<file path="config.mk">
export PLATFORM = sky130hd
export DESIGN_NAME = cht_ctrl
export DESIGN_NICKNAME = d
export VERILOG_FILES = /design/src/rtl/cht_pkg.sv /design/src/rtl/cht_ctrl.sv
export SDC_FILE = /design/constraint.sdc
export NUM_CORES = 1
export LEC_CHECK = 0
export BUFFER_PORTS_ARGS = -buffer_cell sky130_fd_sc_hd__buf_4
export CORE_AREA = 10 10 47 49
export CTS_CLUSTER_SIZE = 40
export DETAILED_ROUTE_END_ITERATION = 10
export DIE_AREA = 0 0 57 59
export REMOVE_ABC_BUFFERS = 1
export SYNTH_ARGS = -nofsm -noshare
export SYNTH_HDL_FRONTEND = slang
export SYNTH_SLANG_ARGS = --single-unit
</file>
<file path="constraint.sdc">
create_clock -name clk -period 1.5 [get_ports clk]
set_clock_uncertainty 0.05 [all_clocks]
set_input_delay 0.3 -clock clk [delete_from_list [all_inputs] [get_ports clk]]
set_output_delay 0.3 -clock clk [all_outputs]
set_load 0.01 [all_outputs]
</file>
<file path="src/rtl/cht_pkg.sv">
// ----------------------------------------------------------------------------
// cht_pkg
// Shared types and constants for the convex hull trick DP block.
// ----------------------------------------------------------------------------
package cht_pkg;

  localparam int unsigned HullDepthDef = 4096;
  localparam int unsigned CoordW       = 20;
  localparam int unsigned CostW        = 62;
  localparam int unsigned StatusW      = 2;
  localparam int unsigned InDataW      = 40;
  localparam int unsigned OutDataW     = 64;

  localparam logic [StatusW-1:0] ST_OK   = 2'd0;
  localparam logic [StatusW-1:0] ST_SAT  = 2'd1;
  localparam logic [StatusW-1:0] ST_FULL = 2'd2;

  localparam logic [CostW-1:0] CostMax = {CostW{1'b1}};

  typedef enum logic [3:0] {
    S_IDLE,
    S_POP_RD,
    S_POP_WAIT,
    S_POP_MUL,
    S_POP_CMP,
    S_PUSH,
    S_SRCH_RD,
    S_SRCH_WAIT,
    S_SRCH_MUL,
    S_SRCH_CMP,
    S_EVAL_RD,
    S_EVAL_WAIT,
    S_EVAL_MUL,
    S_EVAL_ADD,
    S_OUT
  } cht_state_t;

  // controller to datapath
  typedef struct packed {
    logic load_item;   // capture input item, clear hull on start
    logic pop_rd;      // read top two hull entries
    logic pop_part;    // low halves of the cross products
    logic pop_mul;     // add high halves of the cross products
    logic pop_cmp;     // pop decision is applied
    logic push;        // write new line
    logic srch_init;   // start binary search
    logic srch_rd;     // read lines mid and mid+1
    logic srch_mul;    // form breakpoint product
    logic srch_cmp;    // update search bounds
    logic eval_rd;     // read chosen line
    logic eval_mul;    // slope times width
    logic eval_add;    // add intercept, saturate, load output
  } cht_cmd_t;

  // datapath to controller
  typedef struct packed {
    logic can_pop;     // at least two lines
    logic pop_ok;      // pop test holds
    logic srch_done;   // lo == hi
  } cht_sts_t;

endpackage

</file>
<file path="src/rtl/cht_ctrl.sv">
// ----------------------------------------------------------------------------
// cht_ctrl
// Sequencer: pop loop, push, binary search, evaluation, output hand-off.
// ----------------------------------------------------------------------------
module cht_ctrl (
  input  logic              clk,
  input  logic              rst_n,
  input  logic              in_fire,
  input  logic              out_free,
  input  cht_pkg::cht_sts_t sts,
  output cht_pkg::cht_cmd_t cmd,
  output logic              busy
);
  import cht_pkg::*;

  cht_state_t state_r, state_nxt;

  // state register
  always_ff @(posedge clk) begin
    if (!rst_n) begin
      state_r <= S_IDLE;
    end else begin
      state_r <= state_nxt;
    end
  end

  // next state and commands
  always_comb begin
    state_nxt = state_r;
    cmd       = '0;
    busy      = (state_r != S_IDLE);
    cmd.load_item = in_fire;
    case (state_r)
      S_IDLE:      if (in_fire) state_nxt = S_POP_RD;
      S_POP_RD: begin
        if (sts.can_pop) begin
          cmd.pop_rd = 1'b1;
          state_nxt  = S_POP_WAIT;
        end else begin
          state_nxt = S_PUSH;
        end
      end
      // read addresses held so the data stays put for the second half
      S_POP_WAIT: begin
        cmd.pop_rd   = 1'b1;
        cmd.pop_part = 1'b1;
        state_nxt    = S_POP_MUL;
      end
      S_POP_MUL: begin
        cmd.pop_mul = 1'b1;
        state_nxt   = S_POP_CMP;
      end
      S_POP_CMP: begin
        cmd.pop_cmp = 1'b1;
        state_nxt   = sts.pop_ok ? S_POP_RD : S_PUSH;
      end
      S_PUSH: begin
        cmd.push      = 1'b1;
        cmd.srch_init = 1'b1;
        state_nxt     = S_SRCH_RD;
      end
      S_SRCH_RD: begin
        if (sts.srch_done) begin
          state_nxt = S_EVAL_RD;
        end else begin
          cmd.srch_rd = 1'b1;
          state_nxt   = S_SRCH_WAIT;
        end
      end
      S_SRCH_WAIT: begin
        cmd.srch_rd = 1'b1;
        state_nxt   = S_SRCH_MUL;
      end
      S_SRCH_MUL: begin
        cmd.srch_mul = 1'b1;
        state_nxt    = S_SRCH_CMP;
      end
      S_SRCH_CMP: begin
        cmd.srch_cmp = 1'b1;
        state_nxt    = S_SRCH_RD;
      end
      S_EVAL_RD: begin
        cmd.eval_rd = 1'b1;
        state_nxt   = S_EVAL_WAIT;
      end
      S_EVAL_WAIT: begin
        cmd.eval_rd = 1'b1;
        state_nxt   = S_EVAL_MUL;
      end
      S_EVAL_MUL: begin
        cmd.eval_mul = 1'b1;
        state_nxt    = S_EVAL_ADD;
      end
      S_EVAL_ADD:  if (out_free) state_nxt = S_OUT;
      S_OUT: begin
        cmd.eval_add = 1'b1;
        state_nxt    = S_IDLE;
      end
      default:     state_nxt = S_IDLE;
    endcase
  end

endmodule

</file>
==> results of run 1 <==
==> cell usage in the layout (no fill, tap or decap), types with 2 or more instances in the layout <==
| master | synthesis | final |
|---|---|---|
| nor3_1 | 7 | 5 |
| nor2b_1 | 2 | 2 |
| nand2b_1 | 4 | 4 |
| clkbuf_4 | 0 | 3 |
| dfxtp_4 | 0 | 3 |
| nand2_1 | 6 | 6 |
| buf_4 | 2 | 32 |
| nor2_1 | 14 | 13 |
| nor3_2 | 0 | 2 |
| o21a_1 | 3 | 3 |
==> final cells by class <==
cell class                 instances  area share [%]
sequential                         4            13.2
timing repair buffer              32            34.3
tap                               16            2.86
clock buffer                       3            3.22
multi-input combinational         50            45.8
inverter                           1           0.537
==> routing by layer <==
| layer | vias to the layer above | GRT usage, % | part of all wire, % |
|---|---|---|---|
| li1 | 271 | - | - |
| met1 | 264 | 7.15 | 37 |
| met2 | 12 | 15.7 | 57 |
| met3 | 0 | 3.22 | 5.7 |
| met4 | 0 | 2.01 | 0 |
| met5 | - | 0 | 0 |
==> cells by family (layout without fill, tap and decap cells) <==
group / Yosys count / count (layout)
multiplexers: 1 / 1
flip-flops: 4 / 4
AND/OR/NAND/NOR: 36 / 36
buffers and inverters: 10 / 36
AO/OA/AOI/OAI: 13 / 13
==> power groups by stage <==
| stage | combinational (mW) | clock, mW | sequential (mW) |
|---|---|---|---|
| 2_1_floorplan | 0.102 | 0 | 0.152 |
| 3_3_place_gp | 0.222 | 0 | 0.140 |
| 3_5_place_dp | 0.224 | 0 | 0.140 |
| 4_1_cts | 0.227 | 0.135 | 0.140 |
| 5_1_grt | 0.270 | 0.147 | 0.140 |
| 6_report | 0.247 | 0.129 | 0.138 |
==> worst max-delay path by stage <==
stage / start / to / slack, ns / cells after the start
global placement: state_r[0] / cmd[11] / 0.06 / 4
global route: state_r[0] / cmd[11] / -0.11 / 4
detailed placement: state_r[0] / cmd[11] / 0.05 / 4
CTS: state_r[0] / cmd[11] / -0.03 / 4
finish: state_r[0] / cmd[11] / -0.007 / 4
floorplan: state_r[1] / cmd[11] / -0.06 / 2
==> repair_timing <==
item,in CTS,in global routing
setup buffers,0,4
gates resized for setup,8,4
setup endpoints to repair,13,8
pin swaps,0,2
gates cloned,0,0
==> metrics.md, run 1 <==
| Metric | Value |
|---|---|
| Status | `complete, but fails checks` |
| Failing checks | `setup timing` |
| # DRC | `0` |
| Crit path max fanout | `6` |
| Post-detail-place hpwl | `1030 um` |
| Post-CTS Hold Buffers | `0` |
| R2R Path Start | `state_r[3]` |
| Overall power | `0.514 mW` |
| CTS sink count | `4` |
| Antenna-violating nets left | `0` |
| Worst rel slew slack | `78.1%` |
| CTS tree | `yes` |
| Slew Viols, Final | `0` |
| Worst Tran Pin Value | `0.324 ns` |
| Syn_area_per_cell | `6.94 sq um` |
| Logic gate share of total power | `48.0%` |
| Synth warnings | `0` |
| Peak supply drop | `551 uV` |
| Final TNS setup | `-0.00735 ns` |
| Initial detailed-routing violation count | `11` |
| Min-Delay Path Class | `in2reg` |
| Leading cell types by count after synthesis | `nor2_1, nor3_1, buf_2, nand2_1` |
| Min-delay src | `rst_n` |
| Sum of buffers and inverters on the critical path | `1` |
| Synthesized cell area | `444 sq um` |
| First-pass GRT wire length | `2210 um` |
| Worst EP required | `1.15 ns` |
| Synth area leaders | `dfxtp_1, nor2_1, nor3_1, buf_2, nand2b_1` |
| Unrepaired setup endpoints after global routing | `yes` |
| Fraction of layout cells with a size suffix above 1 | `53.3%` |
| Initial Utilization | `31.7%` |
| Area of the multi-input gates | `320 sq um` |
| Dpl cells | `99` |
| Synth Area in Compound Gates | `26.8%` |
| Sw Pwr | `0.174 mW` |
| Share of the yosys chip area belonging to registers | `18.0%` |
| Setup WS post-layout | `-0.00735 ns` |
| Hold Path End | `state_r[2]` |
| Die Y | `59 um` |
| Kind of critical path | `reg2out` |
| Number of port buffers | `20` |
| Storage element area | `92.6 sq um` |
| CP Capture Type | `output pin` |
| Largest stage delay, worst path | `0.36 ns` |
| Die width | `57 um` |
| Routed length per instance | `13.2 um` |
| Post-Place Setup Slack | `0.0531 ns` |
| Worst-skew pair later-pin latency | `0.23 ns` |
| Main combinational cell family by area after synthesis | `simple AND/OR/NAND/NOR gates` |
| Hold path depth | `2` |
| Min cycle time layout | `1.51 ns` |
| Post-Synth XOR/XNOR Area | `0%` |
| Placed inst area | `618 sq um` |
| DIE AREA | `0.00336 sq mm` |
| Largest register by flop count | `state_r` |
| Top Registers | `state_r (4)` |
| Flop pwr share | `26.8%` |
| Share of the synthesized area in the top cell type | `18.0%` |
| Worst r2r dst | `state_r[0]` |
| Final period utilization | `100%` |
| Clock Path Buffers | `2` |
| Vias in the first global route | `516` |
| DR vias/cell | `5.16` |
| Max FFs per register | `4` |
| Area of the core | `0.00140 sq mm` |
| Cells after Synth | `64` |
| Htree depth | `1` |
| Worst hold slack | `0.260 ns` |
| R2R depth | `5` |
| Num rows | `14` |
| Initial antenna violation count | `0` |
| Switch share | `33.8%` |
| Area share of and/or/nand/nor cells after synthesis | `39.2%` |
| Routability Congestion | `0.801` |
| Grt total ovfl | `0` |
| Root Driver | `clkbuf_4` |
| Fillers | `141` |
| Clock network fraction of total power | `25.1%` |
| Cts bufs inserted | `3` |
| Internal power | `0.340 mW` |
| Max-cap violations | `0` |
| Highest Clock Rate | `0.663 GHz` |
| Slowest CP cell | `dfxtp_4` |
| Io pins | `21` |
| DR vias | `547` |
| GRT Util Overall | `7.88%` |
| Post-Synth Adder-Cell Area | `0%` |
| Synth cell types | `25` |
| Leakage | `0.326 nW` |
| Crit path max-delay family | `flip-flops` |
| Leading area contributor after synthesis | `dfxtp_1` |
| Finished Core Util | `49.9%` |
| PD cells | `735 mW/mm^2` |
| Post-synthesis mux area share | `2.54%` |
| Ant. Diodes | `0` |
| Cell Chain, Critical Path | `nand2_1, mux2_4, nor3_2, buf_4` |
| Finished Layout Cells | `106` |
| Layout Nets | `99` |
| Post-synth top flop | `dfxtp_1` |
| Largest net degree at the start of global routing | `16` |
| Post-route cell area | `699 sq um` |
| Area Overhead vs Synth | `57.5%` |
| Hold violation count in the final report | `0` |
| Final setup vio count | `1` |
| Clk slew on worst S/H paths | `0.04 ns` |
| Post-synth EDFFs | `0` |
| Final wirelength | `1400 um` |
| Async S/R FF share, synth | `0%` |
| Seq cells post-synth | `4` |
| Crit path DAT | `1.16 ns` |
| TritonRoute pass-1 iters | `4` |
| Reg-to-reg slack, setup | `0.09 ns` |
| Top-count cell post-synth | `nor2_1` |
| Worst Setup Start Kind | `flip-flop` |
Note: power is estimated with default switching activity, not from simulation.
==> inputs of run 2 (changes only) <==
RECOVER_POWER = 100   (was not set)
==> metrics.md, run 2 (synthesized netlist as in run 1, its figures left out) <==
| Metric | Value |
|---|---|
| Largest net degree at the start of global routing | `16` |
| R2R Path Start | `state_r[3]` |
| Worst rel slew slack | `78.1%` |
| Cts bufs inserted | `3` |
| Top Registers | `state_r (4)` |
| Worst Tran Pin Value | `0.324 ns` |
| Initial antenna violation count | `0` |
| Worst Setup Start Kind | `flip-flop` |
| Final wirelength | `1400 um` |
| Min cycle time layout | `1.51 ns` |
| R2R depth | `5` |
| Max-cap violations | `0` |
| TritonRoute pass-1 iters | `4` |
| Sum of buffers and inverters on the critical path | `1` |
| Status | `complete, but fails checks` |
| Finished Core Util | `49.6%` |
| Post-detail-place hpwl | `1030 um` |
| Ant. Diodes | `0` |
| Min-Delay Path Class | `in2reg` |
| Min-delay src | `rst_n` |
| Fraction of layout cells with a size suffix above 1 | `52.2%` |
| Final setup vio count | `1` |
| Num rows | `14` |
| Routed length per instance | `13.2 um` |
| Clk slew on worst S/H paths | `0.04 ns` |
| Slew Viols, Final | `0` |
| Crit path max fanout | `6` |
| Crit path DAT | `1.16 ns` |
| # DRC | `0` |
| Htree depth | `1` |
| Die width | `57 um` |
| Final period utilization | `100%` |
| Hold path depth | `2` |
| DR vias/cell | `5.12` |
| Initial Utilization | `31.7%` |
| CTS sink count | `4` |
| Area Overhead vs Synth | `56.6%` |
| Kind of critical path | `reg2out` |
| Leakage | `0.322 nW` |
| Worst-skew pair later-pin latency | `0.23 ns` |
| Hold Path End | `state_r[2]` |
| Largest stage delay, worst path | `0.36 ns` |
| Failing checks | `setup timing` |
| Cell Chain, Critical Path | `nand2_1, mux2_4, nor3_2, buf_4` |
| Worst hold slack | `0.260 ns` |
| First-pass GRT wire length | `2210 um` |
| DIE AREA | `0.00336 sq mm` |
| Commonest non-fill, non-tap cell in the layout | `buf_4` |
| Number of port buffers | `20` |
| Clock Path Buffers | `2` |
| CTS tree | `yes` |
| Largest register by flop count | `state_r` |
| Reg-to-reg slack, setup | `0.08 ns` |
| Setup WS post-layout | `-0.00735 ns` |
| Vias in the first global route | `516` |
| DR vias | `543` |
| Overall power | `0.513 mW` |
| CP Capture Type | `output pin` |
| Hold violation count in the final report | `0` |
| Die Y | `59 um` |
| Antenna-violating nets left | `0` |
| GRT Util Overall | `7.88%` |
| Grt total ovfl | `0` |
| Unrepaired setup endpoints after global routing | `yes` |
| Routability Congestion | `0.801` |
| Area of the core | `0.00140 sq mm` |
| Initial detailed-routing violation count | `11` |
| Peak supply drop | `551 uV` |
| Slowest CP cell | `dfxtp_4` |
| Root Driver | `clkbuf_4` |
| Post-CTS Hold Buffers | `0` |
| Highest Clock Rate | `0.663 GHz` |
| PD cells | `737 mW/mm^2` |
| Layout Nets | `99` |
| Commonest cells after routing, fill and taps aside | `buf_4, nor2_1, nand2_1` |
| Max FFs per register | `4` |
| Io pins | `21` |
| Crit path max-delay family | `flip-flops` |
| Worst r2r dst | `state_r[0]` |
| Worst EP required | `1.15 ns` |
==> run 2: area by class of cell <==
type / instances / area [sq um]
timing repair buffer: 32 / 236
fill: 142 / 706
multi-input combinational: 50 / 320
sequential: 4 / 92.6
clock buffer: 3 / 22.5
tap: 16 / 20.0
inverter: 1 / 3.75
==> run 2: timing repair <==
action                                  CTS  global route
setup buffers                             0             4
resized for setup                         8             4
endpoints found under the setup margin   13             8
pin swaps                                 0             2
==> run 2: stage by stage <==
stage          cells  worst slack, ns  setup TNS [ns]  instance area [sq um]
6_report         106         -0.00735        -0.00735                    696
4_1_cts          102          -0.0310         -0.0310                    658
2_1_floorplan     55          -0.0596         -0.0596                    388
3_3_place_gp      99           0.0568               0                    618
5_1_grt          106           -0.109          -0.214                    696
3_5_place_dp      99           0.0531               0                    618
==> run 2: power breakdown <==
part | internal, mW | switching, mW | total (mW)
combinational | 0.132 | 0.114 | 0.246
sequential | 0.118 | 0.0201 | 0.138
clock | 0.0892 | 0.0399 | 0.129
total | 0.339 | 0.174 | 0.513
==> run 2: how the worst max path moves through the flow <==
stage / start / to / slack (ns) / cells after the start
4_1_cts: state_r[0] / cmd[11] / -0.03 / 4
3_3_place_gp: state_r[0] / cmd[11] / 0.06 / 4
3_5_place_dp: state_r[0] / cmd[11] / 0.05 / 4
2_1_floorplan: state_r[1] / cmd[11] / -0.06 / 2
5_1_grt: state_r[0] / cmd[11] / -0.11 / 4
6_report: state_r[0] / cmd[11] / -0.007 / 4
==> run 2: layer usage <==
layer	up-vias	track usage, %	share of wire (%)
met4	0	2.01	0
met3	0	3.22	5.3
met5	-	0	0
met1	261	7.15	38
met2	10	15.7	57
li1	272	-	-
